File: src/design/lbp_pkg.sv
// Shared types and constants for the LSB-first bit packer.
// Used by lbp_ctrl, lbp_dpath and lsb_first_bit_packer; no dependencies.
`default_nettype none

package lbp_pkg;

  localparam int VALUE_W        = 64;
  localparam int CNT_W          = 7;
  localparam int BYTE_W         = 8;
  localparam int VB_W           = 4;
  localparam int TOT_W          = 32;
  localparam int PEND_W         = 7;
  localparam int PCNT_W         = 3;
  localparam int SREG_W         = VALUE_W + PEND_W;
  localparam int MAX_CHUNK_BITS = 64;

  localparam int IN_TDATA_W  = 72;
  localparam int OUT_TDATA_W = 40;

  typedef struct packed {
    logic load;
    logic emit_full;
    logic finish;
  } cmd_t;

  typedef struct packed {
    logic has_byte;
    logic part_emit;
    logic out_free;
  } sts_t;

endpackage

`default_nettype wire

File: src/design/lbp_ctrl.sv
// Controller for the bit packer: sequences load, byte emission and finish.
// Depends on lbp_pkg; drives lbp_dpath through cmd_t, reads sts_t.
`default_nettype none

module lbp_ctrl
  import lbp_pkg::*;
(
  input  logic clk,
  input  logic rst_n,
  input  logic in_valid,
  output logic in_ready,
  input  sts_t sts,
  output cmd_t cmd
);

  localparam logic ST_IDLE = 1'b0;
  localparam logic ST_RUN  = 1'b1;

  logic state_r;
  logic state_nxt;

  always_comb begin
    state_nxt     = state_r;
    cmd           = '0;
    in_ready      = 1'b0;
    unique case (state_r)
      ST_IDLE: begin
        in_ready = 1'b1;
        if (in_valid) begin
          cmd.load  = 1'b1;
          state_nxt = ST_RUN;
        end
      end
      ST_RUN: begin
        if (sts.has_byte) begin
          cmd.emit_full = sts.out_free;
        end else if (!sts.part_emit || sts.out_free) begin
          cmd.finish = 1'b1;
          state_nxt  = ST_IDLE;
        end
      end
      default: state_nxt = ST_IDLE;
    endcase
  end

  always_ff @(posedge clk) begin
    if (!rst_n) begin
      state_r <= ST_IDLE;
    end else begin
      state_r <= state_nxt;
    end
  end

endmodule

`default_nettype wire

File: src/design/lbp_dpath.sv
// Datapath for the bit packer: stream shift register, pending byte, bit count
// and output register. Depends on lbp_pkg; commanded by lbp_ctrl.
`default_nettype none

module lbp_dpath
  import lbp_pkg::*;
(
  input  logic               clk,
  input  logic               rst_n,
  input  logic [VALUE_W-1:0] value,
  input  logic [CNT_W-1:0]   bit_count,
  input  logic               flush,
  input  cmd_t               cmd,
  output sts_t               sts,
  output logic               o_valid,
  input  logic               o_ready,
  output logic [BYTE_W-1:0]  o_byte,
  output logic [VB_W-1:0]    o_valid_bits,
  output logic [TOT_W-1:0]   o_total,
  output logic               o_last
);

  logic [SREG_W-1:0] sreg_r, sreg_nxt;
  logic [CNT_W-1:0]  avail_r, avail_nxt;
  logic [PCNT_W-1:0] counted_r, counted_nxt;
  logic              flush_r, flush_nxt;
  logic [PEND_W-1:0] pend_r, pend_nxt;
  logic [PCNT_W-1:0] pcnt_r, pcnt_nxt;
  logic [TOT_W-1:0]  bw_r, bw_nxt;

  logic              o_vld_r, o_vld_nxt;
  logic [BYTE_W-1:0] o_byte_r, o_byte_nxt;
  logic [VB_W-1:0]   o_vb_r, o_vb_nxt;
  logic [TOT_W-1:0]  o_tot_r, o_tot_nxt;
  logic              o_last_r, o_last_nxt;

  logic [CNT_W-1:0]   n_cl;
  logic [VALUE_W-1:0] mask;
  logic [PCNT_W-1:0]  rem;
  logic [CNT_W-1:0]   avail_after;
  logic [VB_W-1:0]    add_val;
  logic [TOT_W:0]     sum;
  logic [TOT_W-1:0]   bw_sat;

  assign n_cl = (bit_count > CNT_W'(MAX_CHUNK_BITS)) ? CNT_W'(MAX_CHUNK_BITS) : bit_count;
  assign mask = (n_cl >= CNT_W'(VALUE_W)) ? {VALUE_W{1'b1}}
                                          : ~({VALUE_W{1'b1}} << n_cl[5:0]);
  assign rem         = avail_r[PCNT_W-1:0];
  assign avail_after = avail_r - CNT_W'(BYTE_W);

  assign add_val = cmd.emit_full ? (VB_W'(BYTE_W) - {1'b0, counted_r})
                                 : ({1'b0, rem} - {1'b0, counted_r});
  assign sum     = {1'b0, bw_r} + (TOT_W + 1)'(add_val);
  assign bw_sat  = sum[TOT_W] ? {TOT_W{1'b1}} : sum[TOT_W-1:0];

  assign sts.has_byte  = (avail_r >= CNT_W'(BYTE_W));
  assign sts.part_emit = flush_r && (rem != '0);
  assign sts.out_free  = !o_vld_r || o_ready;

  always_comb begin
    sreg_nxt    = sreg_r;
    avail_nxt   = avail_r;
    counted_nxt = counted_r;
    flush_nxt   = flush_r;
    pend_nxt    = pend_r;
    pcnt_nxt    = pcnt_r;
    bw_nxt      = bw_r;
    o_vld_nxt   = o_vld_r && !o_ready;
    o_byte_nxt  = o_byte_r;
    o_vb_nxt    = o_vb_r;
    o_tot_nxt   = o_tot_r;
    o_last_nxt  = o_last_r;
    if (cmd.load) begin
      sreg_nxt    = ({PEND_W'(0), value & mask} << pcnt_r) | SREG_W'(pend_r);
      avail_nxt   = CNT_W'(pcnt_r) + n_cl;
      counted_nxt = pcnt_r;
      flush_nxt   = flush;
    end
    if (cmd.emit_full) begin
      sreg_nxt    = sreg_r >> BYTE_W;
      avail_nxt   = avail_after;
      counted_nxt = '0;
      bw_nxt      = bw_sat;
      o_vld_nxt   = 1'b1;
      o_byte_nxt  = sreg_r[BYTE_W-1:0];
      o_vb_nxt    = VB_W'(BYTE_W);
      o_tot_nxt   = bw_sat;
      o_last_nxt  = (avail_after < CNT_W'(BYTE_W)) && !(flush_r && (avail_after != '0));
    end
    if (cmd.finish) begin
      bw_nxt   = bw_sat;
      pend_nxt = flush_r ? '0 : sreg_r[PEND_W-1:0];
      pcnt_nxt = flush_r ? '0 : rem;
      if (flush_r && (rem != '0)) begin
        o_vld_nxt  = 1'b1;
        o_byte_nxt = sreg_r[BYTE_W-1:0];
        o_vb_nxt   = {1'b0, rem};
        o_tot_nxt  = bw_sat;
        o_last_nxt = 1'b1;
      end
    end
  end

  always_ff @(posedge clk) begin
    if (!rst_n) begin
      pend_r  <= '0;
      pcnt_r  <= '0;
      bw_r    <= '0;
      o_vld_r <= 1'b0;
    end else begin
      pend_r  <= pend_nxt;
      pcnt_r  <= pcnt_nxt;
      bw_r    <= bw_nxt;
      o_vld_r <= o_vld_nxt;
    end
  end

  always_ff @(posedge clk) begin
    sreg_r    <= sreg_nxt;
    avail_r   <= avail_nxt;
    counted_r <= counted_nxt;
    flush_r   <= flush_nxt;
    o_byte_r  <= o_byte_nxt;
    o_vb_r    <= o_vb_nxt;
    o_tot_r   <= o_tot_nxt;
    o_last_r  <= o_last_nxt;
  end

  assign o_valid      = o_vld_r;
  assign o_byte       = o_byte_r;
  assign o_valid_bits = o_vb_r;
  assign o_total      = o_tot_r;
  assign o_last       = o_last_r;

endmodule

`default_nettype wire

File: src/design/lsb_first_bit_packer.sv
// LSB-first variable-length bit packer, top level.
// Input item: in_tdata = {pad, bit_count, value}, in_tlast = flush. Each item
// appends the low bit_count bits of value (clamped to 64) to a byte stream,
// bit 0 first; every completed byte leaves on the out_ channel.
// With in_tlast set, a remaining partial byte also leaves, zero padded.
// Output item: out_tdata = {total_bits, out_byte}, out_tuser = valid_bits,
// out_tlast marks the final byte caused by an input item.
// Sequence: an item is taken in the idle state, then each full byte goes through the
// shared output register, waiting while that register is still held by the
// receiver, then a finish step updates the pending bits and also sends a flushed
// partial byte. in_tready is high only between items, so an item's sequence is
// finished before the next item is taken.
// When the receiver stalls, the output register holds its byte and the
// emission sequence waits; no byte is lost.
// Reset clears pending bits, the running bit count and the output valid.
// Depends on lbp_pkg, lbp_ctrl, lbp_dpath.
`default_nettype none

module lsb_first_bit_packer
  import lbp_pkg::*;
(
  input  logic                   clk,
  input  logic                   rst_n,
  input  logic                   in_tvalid,
  output logic                   in_tready,
  input  logic [IN_TDATA_W-1:0]  in_tdata,   // value[63:0], bit_count[70:64], zero[71]
  input  logic                   in_tlast,
  output logic                   out_tvalid,
  input  logic                   out_tready,
  output logic [OUT_TDATA_W-1:0] out_tdata,  // out_byte[7:0], total_bits[39:8]
  output logic [VB_W-1:0]        out_tuser,  // valid_bits[3:0]
  output logic                   out_tlast
);

  cmd_t              cmd;
  sts_t              sts;
  logic [BYTE_W-1:0] o_byte;
  logic [TOT_W-1:0]  o_total;

  lbp_ctrl u_ctrl (
    .clk      (clk),
    .rst_n    (rst_n),
    .in_valid (in_tvalid),
    .in_ready (in_tready),
    .sts      (sts),
    .cmd      (cmd)
  );

  lbp_dpath u_dpath (
    .clk          (clk),
    .rst_n        (rst_n),
    .value        (in_tdata[VALUE_W-1:0]),
    .bit_count    (in_tdata[VALUE_W+CNT_W-1:VALUE_W]),
    .flush        (in_tlast),
    .cmd          (cmd),
    .sts          (sts),
    .o_valid      (out_tvalid),
    .o_ready      (out_tready),
    .o_byte       (o_byte),
    .o_valid_bits (out_tuser),
    .o_total      (o_total),
    .o_last       (out_tlast)
  );

  assign out_tdata = {o_total, o_byte};

endmodule

`default_nettype wire

File: config.mk
export PLATFORM = sky130hd
export DESIGN_NAME = lsb_first_bit_packer
export DESIGN_NICKNAME = d
export VERILOG_FILES = /design/src/design/lbp_pkg.sv /design/src/design/lbp_ctrl.sv /design/src/design/lbp_dpath.sv /design/src/design/lsb_first_bit_packer.sv
export SDC_FILE = /design/constraint.sdc
export NUM_CORES = 1
export LEC_CHECK = 0
export ABC_AREA = 1
export ABC_CLOCK_PERIOD_IN_PS = 5000
export BUFFER_PORTS_ARGS = -buffer_cell sky130_fd_sc_hd__buf_2
export CAP_MARGIN = 20
export CORE_MARGIN = 2
export CORE_UTILIZATION = 40
export DETAILED_ROUTE_END_ITERATION = 6
export SLEW_MARGIN = 25
export SYNTH_ARGS = -nofsm -noshare
export SYNTH_HDL_FRONTEND = slang
export SYNTH_HIERARCHICAL = 1
export SYNTH_SLANG_ARGS = --single-unit
File: constraint.sdc
create_clock -name clk -period 5 [get_ports clk]
set_input_delay 1 -clock clk [delete_from_list [all_inputs] [get_ports clk]]
set_output_delay 1 -clock clk [all_outputs]
set_load 0.02 [all_outputs]
Word level (Yosys, flattened, before mapping) --
Index checks and enable logic that the tools add are counted. W data, S select, Z words.
Storage, ports and cells: output and inout bits 47, bits in registers 171, word-level logic and storage cells 80
Operators by class: bitwise operators 4, shift operators 2, reductions and logical operators 14, add/sub/neg operators 5, muxes and demuxes 37, order comparisons 4
Operator list (count):
- $mux W32 | 6
- $mux W63 | 2
- $or A71 B7 Y71 | 1
- $shl A64 B3 Y71 | 1
- $and A64 B64 Y64 | 1
- $mux W64 | 1
- $not A64 Y64 | 1
- $shl A64 B6 Y64 const A | 1
- $add A32 B4 Y33 | 1
- $mux W7 | 4
- $mux W8 | 3
- $mux W4 | 4
- $mux W1 | 14
- $add A3 B7 Y7 | 1
- $ge A7 B4 Y1 const B | 1
- $ge A7 B7 Y1 const B | 1
- $gt A7 B7 Y1 const B | 1
- $lt A7 B4 Y1 const B | 1
- $reduce_bool A7 Y1 | 1
- $sub A7 B4 Y7 const B | 1
- $logic_and A1 B1 Y1 | 4
- $logic_not A1 Y1 | 4
- $reduce_bool A2 Y1 | 2
- $sub A3 B3 Y4 | 1
- other kinds (7) | 8

Depth between registers and ports, before layout --
Gate-level depths: netlist of the first run.
word-level depth 13, mapped depth 27, depth with buffers taken out 25

Modules after synthesis --
The synthesis of the first run kept the hierarchy.
By module, submodules not included:
- lbp_dpath | times used 1, cells each 1658, area an instance 10899.2 sq um
- lbp_ctrl | times used 1, cells each 13, area an instance 68.8 sq um

Worst setup path before layout of the first run --
No wires, ideal clock.
path kind input port to flip-flop, from input out_tready, to register u_dpath.bw_r[22], buffers on the path 3, data required time 4936 ps, arrival 4133 ps, setup time 64 ps, stages on the path 23, setup slack 803 ps, cell sequence inv_1 > nand2_1 > nand2_1 > nor2_1 > inv_2 > clkbuf_1 > clkbuf_1 > nand2_1 > ha_1 > inv_1 > fa_1 > inv_1 > fa_1 > inv_1 > nand3_1 > nand3_1 > nand2_1 > nor2_1 > nand4_2 > buf_2 > nand3_1 > nor2_1 > nor2_1
RTL lines:
- from (decl) | RTL line lsb_first_bit_packer.sv:29 | input logic out_tready,
- to (signal assigned) | RTL line lbp_dpath.sv:113 | bw_r <= bw_nxt;
- to (decl) | RTL line lbp_dpath.sv:29 | logic [TOT_W-1:0] bw_r, bw_nxt;

==> results of run 1 <==
## sequential cells by signal, summed over array words and instances, names as in the netlist, 3 cells and up
register              cells
u_dpath/counted_r         3
u_dpath/avail_r           7
u_dpath/o_total          32
u_dpath/o_byte            8
u_dpath/sreg_r           71
u_dpath/bw_r             32
u_dpath/o_valid_bits      4
u_dpath/pend_r            7
u_dpath/pcnt_r            3
## metal layers
metal  vias up  global-route usage (%)  wire, um
met5         -                       0         0
met3        45                   4.174      2247
met2       432                   41.15     16520
li1       5680                       -         -
met1      5224                   32.74     15500
met4         0                   6.726       651
## logic make-up (layout without fill, tap and decap cells)
family | after synthesis | count (layout)
DFF | 171 | 171
muxes | 6 | 6
and+or+nand+nor | 1098 | 1098
xor gates and xnor gates | 8 | 8
adders and majority gates | 15 | 15
buffers and inverters | 226 | 303
AOI/OAI and AO/OA | 147 | 147
## stage by stage
stage / area [sq um] / util [%]
floorplan: 10970 / -
global placement: 11760 / 43.64
detailed placement: 11760 / 43.65
CTS: 12360 / 45.86
global route: 12360 / 45.86
finish: 12360 / 45.86
## cells in the mapped netlist, types with 2 or more instances
cell      number  area share (%)
a21boi_0       2            0.14
a21boi_1       6            0.41
a21oi_1       40             1.8
buf_1         20            0.68
buf_2         16            0.73
buf_4          2            0.14
clkbuf_1      52             1.8
clkinv_1       4            0.14
dfxtp_1      100              18
edfxtp_1      71              19
fa_1           2            0.37
ha_1          13             1.5
inv_1        121             4.1
inv_2         11            0.38
mux2i_1        6            0.55
nand2_1      526              18
nand2_2        2            0.11
nand3_1      305              14
nand3b_1       3            0.21
nand4_1       57             3.3
nor2_1       166             5.7
nor2_2         5            0.29
nor2_4         3            0.31
nor3_1        11            0.50
nor3_2         3            0.27
nor3b_1        3            0.21
o211ai_1      22             1.5
o21ai_0       56             2.6
o21ai_1       16            0.73
or2_2          8            0.46
xnor2_1        2            0.16
xor2_1         6            0.48
## tightest hold or removal path, cell delays in order (launching register included)
cell and delay (ns):
edfxtp_1 0.32, nand2_1 0.05, nand2_1 0.05
## power by group
group / internal, mW / switching [mW] / leakage (nW)
Clock: 0.680 / 0.682 / 0.293
Sequential: 1.74 / 0.129 / 1.54
Combinational: 0.359 / 0.767 / 3.98
## layout make-up
class | instances | area [sq um] | share of cell area, %
well taps | 341 | 426.7 | 3.452
flip-flops and latches | 171 | 4138 | 33.48
clock inverters | 15 | 171.4 | 1.387
clock buffers | 17 | 425.4 | 3.442
inverters | 136 | 513.0 | 4.150
multi-input cells | 1274 | 5966 | 48.26
repair buffers | 135 | 720.7 | 5.831
## how the worst max path moves through the flow
| stage | from | endpoint | slack, ns | cells past startpoint |
|---|---|---|---|---|
| after floorplan | out_tready | u_dpath/bw_r[22] | 0.80 | 23 |
| after CTS | u_dpath/avail_r[2] | u_dpath/bw_r[19] | 0.83 | 21 |
| final | u_dpath/avail_r[2] | u_dpath/bw_r[19] | 0.83 | 21 |
| after global routing | u_dpath/avail_r[2] | u_dpath/bw_r[19] | 0.48 | 21 |
| after global placement | out_tready | u_dpath/o_total[27] | 0.65 | 21 |
| after detailed placement | out_tready | u_dpath/bw_r[25] | 0.60 | 21 |
## cells in the final DEF (no fill, tap or decap), types with 8 or more instances in the layout
cell	instances
buf_4	12
a21oi_1	40
nand3_1	305
nand4_1	57
nor2_1	165
o211ai_1	22
edfxtp_1	71
nor3_1	11
buf_2	122
dfxtp_1	97
o21ai_1	16
inv_1	118
inv_2	14
o21ai_0	56
ha_1	13
clkbuf_16	17
or2_2	8
nand2_1	526
==> impl_metrics.ini, run 1 <==
[run_status]
outcome = completed

[setup_path]
critPathBufInv = 6
reg2reg_depth = 21
cp_common_cell = inv_1
path_max_fanout = 16
worst_path_largest_cell_delay_ns = 0.50
cp.arrival_ns = 4.55
reg2reg_setup_slack_ns = 0.83
endpoint_kind = flip-flop
path_delay_family = simple AND/OR/NAND/NOR gates
r2r-end = u_dpath/bw_r[19]
path_class = flip-flop to flip-flop
crit_path_start_kind = flip-flop
slowest_stage = fa_1
rr_startpoint = u_dpath/avail_r[2]
cp_cell_sequence = nor3_1 -> nand2_1 -> nand3_1 -> inv_1 -> nor2_4 -> inv_2 -> nand2_1 -> ha_1 -> inv_1 -> fa_1 -> inv_1 -> fa_1 -> inv_1 -> nand3_1 -> nand3_1 -> nand2_1 -> nor2_1 -> nand4_2 -> nand3_1 -> o21ai_0 -> inv_1
crit_required_ns = 5.38

[synthesis]
syn_area_per_cell_sq_um = 6.564
ys_seq_elements = 171
synth-seq-area-share_pct = 37.69
syn-num-nets = 1763
synth_top_family_by_area = simple AND/OR/NAND/NOR gates
yosys.area_share.adder_pct = 1.848
ys.flop_type = dfxtp_1
synth_simple_gate_area_share_pct = 43.77
synthDistinctLibCells = 43
synth-compound-area-share_pct = 7.518
synth_xor_area_share_pct = 0.6388
muxShareOfSynthArea_pct = 0.5476
syn_area_sq_um = 10970
synthCells = 1671
synth_edf_count = 71
synthArstFlopShare_pct = 0
ys_warn_count = 6

[detailed_routing]
routed_wl_mm = 34.93
drc_errors = 0
drtIter0Drc = 1290
wire_per_inst_um = 16.72
avgViaCountPerCell = 5.448
antenna_left = 0
vias = 11380
dr.pass1.iters = 6

[placed_design]
gp_congestion = 0.9301
place_ws_ns = 0.6036
dp.cells = 2057
place_hpwl_mm = 25.00
io_buffers = 122

[floorplan]
die_h_um = 169.6
die_area_sq_um = 28760
ioPinCount = 124
core_sq_um = 26950
num_rows = 60
start_util_pct = 40.70
die_w_um = 169.6

[global_route]
grt_util_all_layers_pct = 24.56
grt_max_degree = 74
antenna_found_initial = 0
grt_pass1_wl_mm = 56.15
grt_remaining_overflow = 0
grt_pass1_vias = 10620

[timing]
fin_crit_sh_pct = 83.48
max_freq_mhz = 239.6
tightestPinTransition_ns = 0.8281
max_slew_margin_pct = 44.80
rsz0062_at_grt = false
skew_ns = 0.01810
finalSetupTns_ns = 0
slew_violations = 0
hold_violations = 0
min_period_ns = 4.174
finalSetupViolations = 0
fin_ws_ns = 0.8259
hold_slack_ns = 0.4364

[clock_network]
cts_resized = 0
post_cts_buffers = 0
cts_tree = built
cts_hold_buf = 0
cts_max_path_buffers = 2
numCtsBuffers = 17
cts_sinks = 171
clkTransAtPathRegs_ns = 0.07
clock_latency_ns = 0.44
h-tree-depth = 4
cts-root-buf = clkbuf_16

[flow_run]
maxCapViolations = 0

[min_path]
hp-start = u_dpath/sreg_r[7]
min_to = u_dpath/o_byte[7]
min_delay_path_depth = 2
hold_path_class = flip-flop to flip-flop

[final_layout]
syn_to_final_growth_pct = 12.70
antenna_cells = 0
final_cell_count_no_fill = 2089
fin_nets = 1827
drive_above_1_share_pct = 12.01
fillers = 2887

[pwr]
power_mw = 4.356
power.density_nw_per_um2 = 352.4
vdd_ir_drop_max_uv = 221.6
p_leak_nw = 5.816
Note: power is estimated with default switching activity, not from simulation.
==> run 2: changes to the inputs <==
--- a/config.mk
+++ b/config.mk
@@ -6,7 +6,7 @@
 export NUM_CORES = 1
 export LEC_CHECK = 0
 export ABC_AREA = 1
-export ABC_CLOCK_PERIOD_IN_PS = 5000
+export ABC_CLOCK_PERIOD_IN_PS = 4100
 export BUFFER_PORTS_ARGS = -buffer_cell sky130_fd_sc_hd__buf_2
 export CAP_MARGIN = 20
 export CORE_MARGIN = 2
==> constraint.sdc (replaced) <==
create_clock -name clk -period 4.1 [get_ports clk]
set_input_delay 0.82 -clock clk [delete_from_list [all_inputs] [get_ports clk]]
set_output_delay 0.82 -clock clk [all_outputs]
set_load 0.02 [all_outputs]
==> impl_metrics.ini, run 2 (synthesized netlist as in run 1, its figures left out) <==
[timing]
rsz0062_at_grt = true
fin_ws_ns = 0.2358
finalSetupViolations = 0
skew_ns = 0.02153
min_period_ns = 3.864
max_slew_margin_pct = 38.89
hold_violations = 0
hold_slack_ns = 0.4444
max_freq_mhz = 258.8
finalSetupTns_ns = 0
tightestPinTransition_ns = 0.9153
slew_violations = 0
fin_crit_sh_pct = 94.25

[setup_path]
crit_required_ns = 4.47
reg2reg_depth = 22
path_max_fanout = 8
endpoint_kind = flip-flop
crit_path_start_kind = flip-flop
cp_common_cell = inv_1
slowest_stage = fa_1
cp.arrival_ns = 4.23
worst_path_largest_cell_delay_ns = 0.50
cp_cell_sequence = inv_1 -> ha_1 -> nand3_1 -> inv_1 -> nor2_4 -> inv_2 -> nand2_1 -> ha_1 -> inv_1 -> fa_1 -> inv_1 -> fa_1 -> inv_1 -> nand3_1 -> nand3_1 -> inv_1 -> nor2_4 -> nand4_1 -> or2_2 -> nand3_2 -> nor2_1 -> nor2_1
path_class = flip-flop to flip-flop

[detailed_routing]
drc_errors = 0
dr.pass1.iters = 5
antenna_left = 0
routed_wl_mm = 35.44
drtIter0Drc = 1256
wire_per_inst_um = 16.87
vias = 11600
avgViaCountPerCell = 5.523

[final_layout]
antenna_cells = 0
fin_util_pct = 46.31
final_common_cell = nand2_1
largest_reg_flops = 71
finalInstanceArea_sq_um = 12480
multi_input_comb_area_sq_um = 6012
final_cell_count_no_fill = 2101
fillers = 2853
fin_nets = 1839
regMostFlops = u_dpath/sreg_r
syn_to_final_growth_pct = 13.79
register_area_sq_um = 4138
layout_common_cells = nand2_1, nand3_1, nor2_1
drive_above_1_share_pct = 12.73

[floorplan]
die_w_um = 169.6
die_area_sq_um = 28760
ioPinCount = 124
num_rows = 60
start_util_pct = 40.70
die_h_um = 169.6
core_sq_um = 26950

[placed_design]
place_ws_ns = 0.01331
place_hpwl_mm = 25.55
dp.cells = 2067
gp_congestion = 0.9516
dpl-instance-area_sq_um = 11840
io_buffers = 122

[pwr]
p_leak_nw = 5.888
power.density_nw_per_um2 = 424.3
vdd_ir_drop_max_uv = 258.0
power_mw = 5.296

[min_path]
hold_path_class = flip-flop to flip-flop
min_delay_path_depth = 2

[clock_network]
clock_latency_ns = 0.45
h-tree-depth = 4
cts_hold_buf = 0
numCtsBuffers = 17
clkTransAtPathRegs_ns = 0.07
cts_sinks = 171
cts-root-buf = clkbuf_16
cts_max_path_buffers = 2
cts_tree = built

[flow_run]
maxCapViolations = 0

[global_route]
grt_pass1_wl_mm = 56.15
grt_max_degree = 71
grt_remaining_overflow = 0
antenna_found_initial = 0
grt_util_all_layers_pct = 24.63
grt_pass1_vias = 10810

[run_status]
outcome = completed
==> run 2: changes by cell type in the layout (fill, tap and decap cells not counted), sizes merged <==
cell / delta
clkinvlp: +1
inv: -1
nand4: +2
buf: +10
==> run 2: path summary, 6_finish.rpt <==
kind | from | slack (ns) | endpoint
hold reg to reg | u_dpath/o_byte[7] | 0.44 | u_dpath/o_byte[7]
setup / recovery | u_dpath/avail_r[3] | 0.24 | u_dpath/bw_r[28]
hold / removal | u_dpath/o_byte[7] | 0.44 | u_dpath/o_byte[7]
setup reg to reg | u_dpath/avail_r[3] | 0.24 | u_dpath/bw_r[28]
==> run 2: cell type report <==
type | instances | share of cell area [%]
inverters | 136 | 4.110
multi-input cells | 1276 | 48.17
flip-flops and latches | 171 | 33.15
clock buffers | 17 | 3.409
repair buffers | 145 | 6.376
well taps | 341 | 3.419
clock inverters | 15 | 1.363
==> run 2: critical path: cells and delay by family (launching register included) <==
family	cells	cell delay, ns
fa+ha+maj	4	1.29
buf+inv	7	0.56
flops	1	0.43
simple gates	11	1.52
==> run 2: power breakdown <==
group / total, mW / switching (mW) / internal, mW / leakage (nW)
sequential: 2.28 / 0.155 / 2.12 / 1.54
combinational: 1.39 / 0.948 / 0.445 / 4.06
clock: 1.63 / 0.803 / 0.824 / 0.290
total: 5.30 / 1.91 / 3.39 / 5.89
==> run 2: repair_timing <==
item / in CTS / in global routing
endpoints found under the hold margin: 0 / 0
buffers inserted: 0 / 0
endpoints found under the setup margin: 0 / 46
resized for setup: 0 / 4
==> run 2: per-layer routing <==
metal  GRT usage (%)  share of wire [%]
met1           32.42                 44
met2           40.12                 46
met3           4.198                6.8
met4           10.26                3.2
met5               0                  0
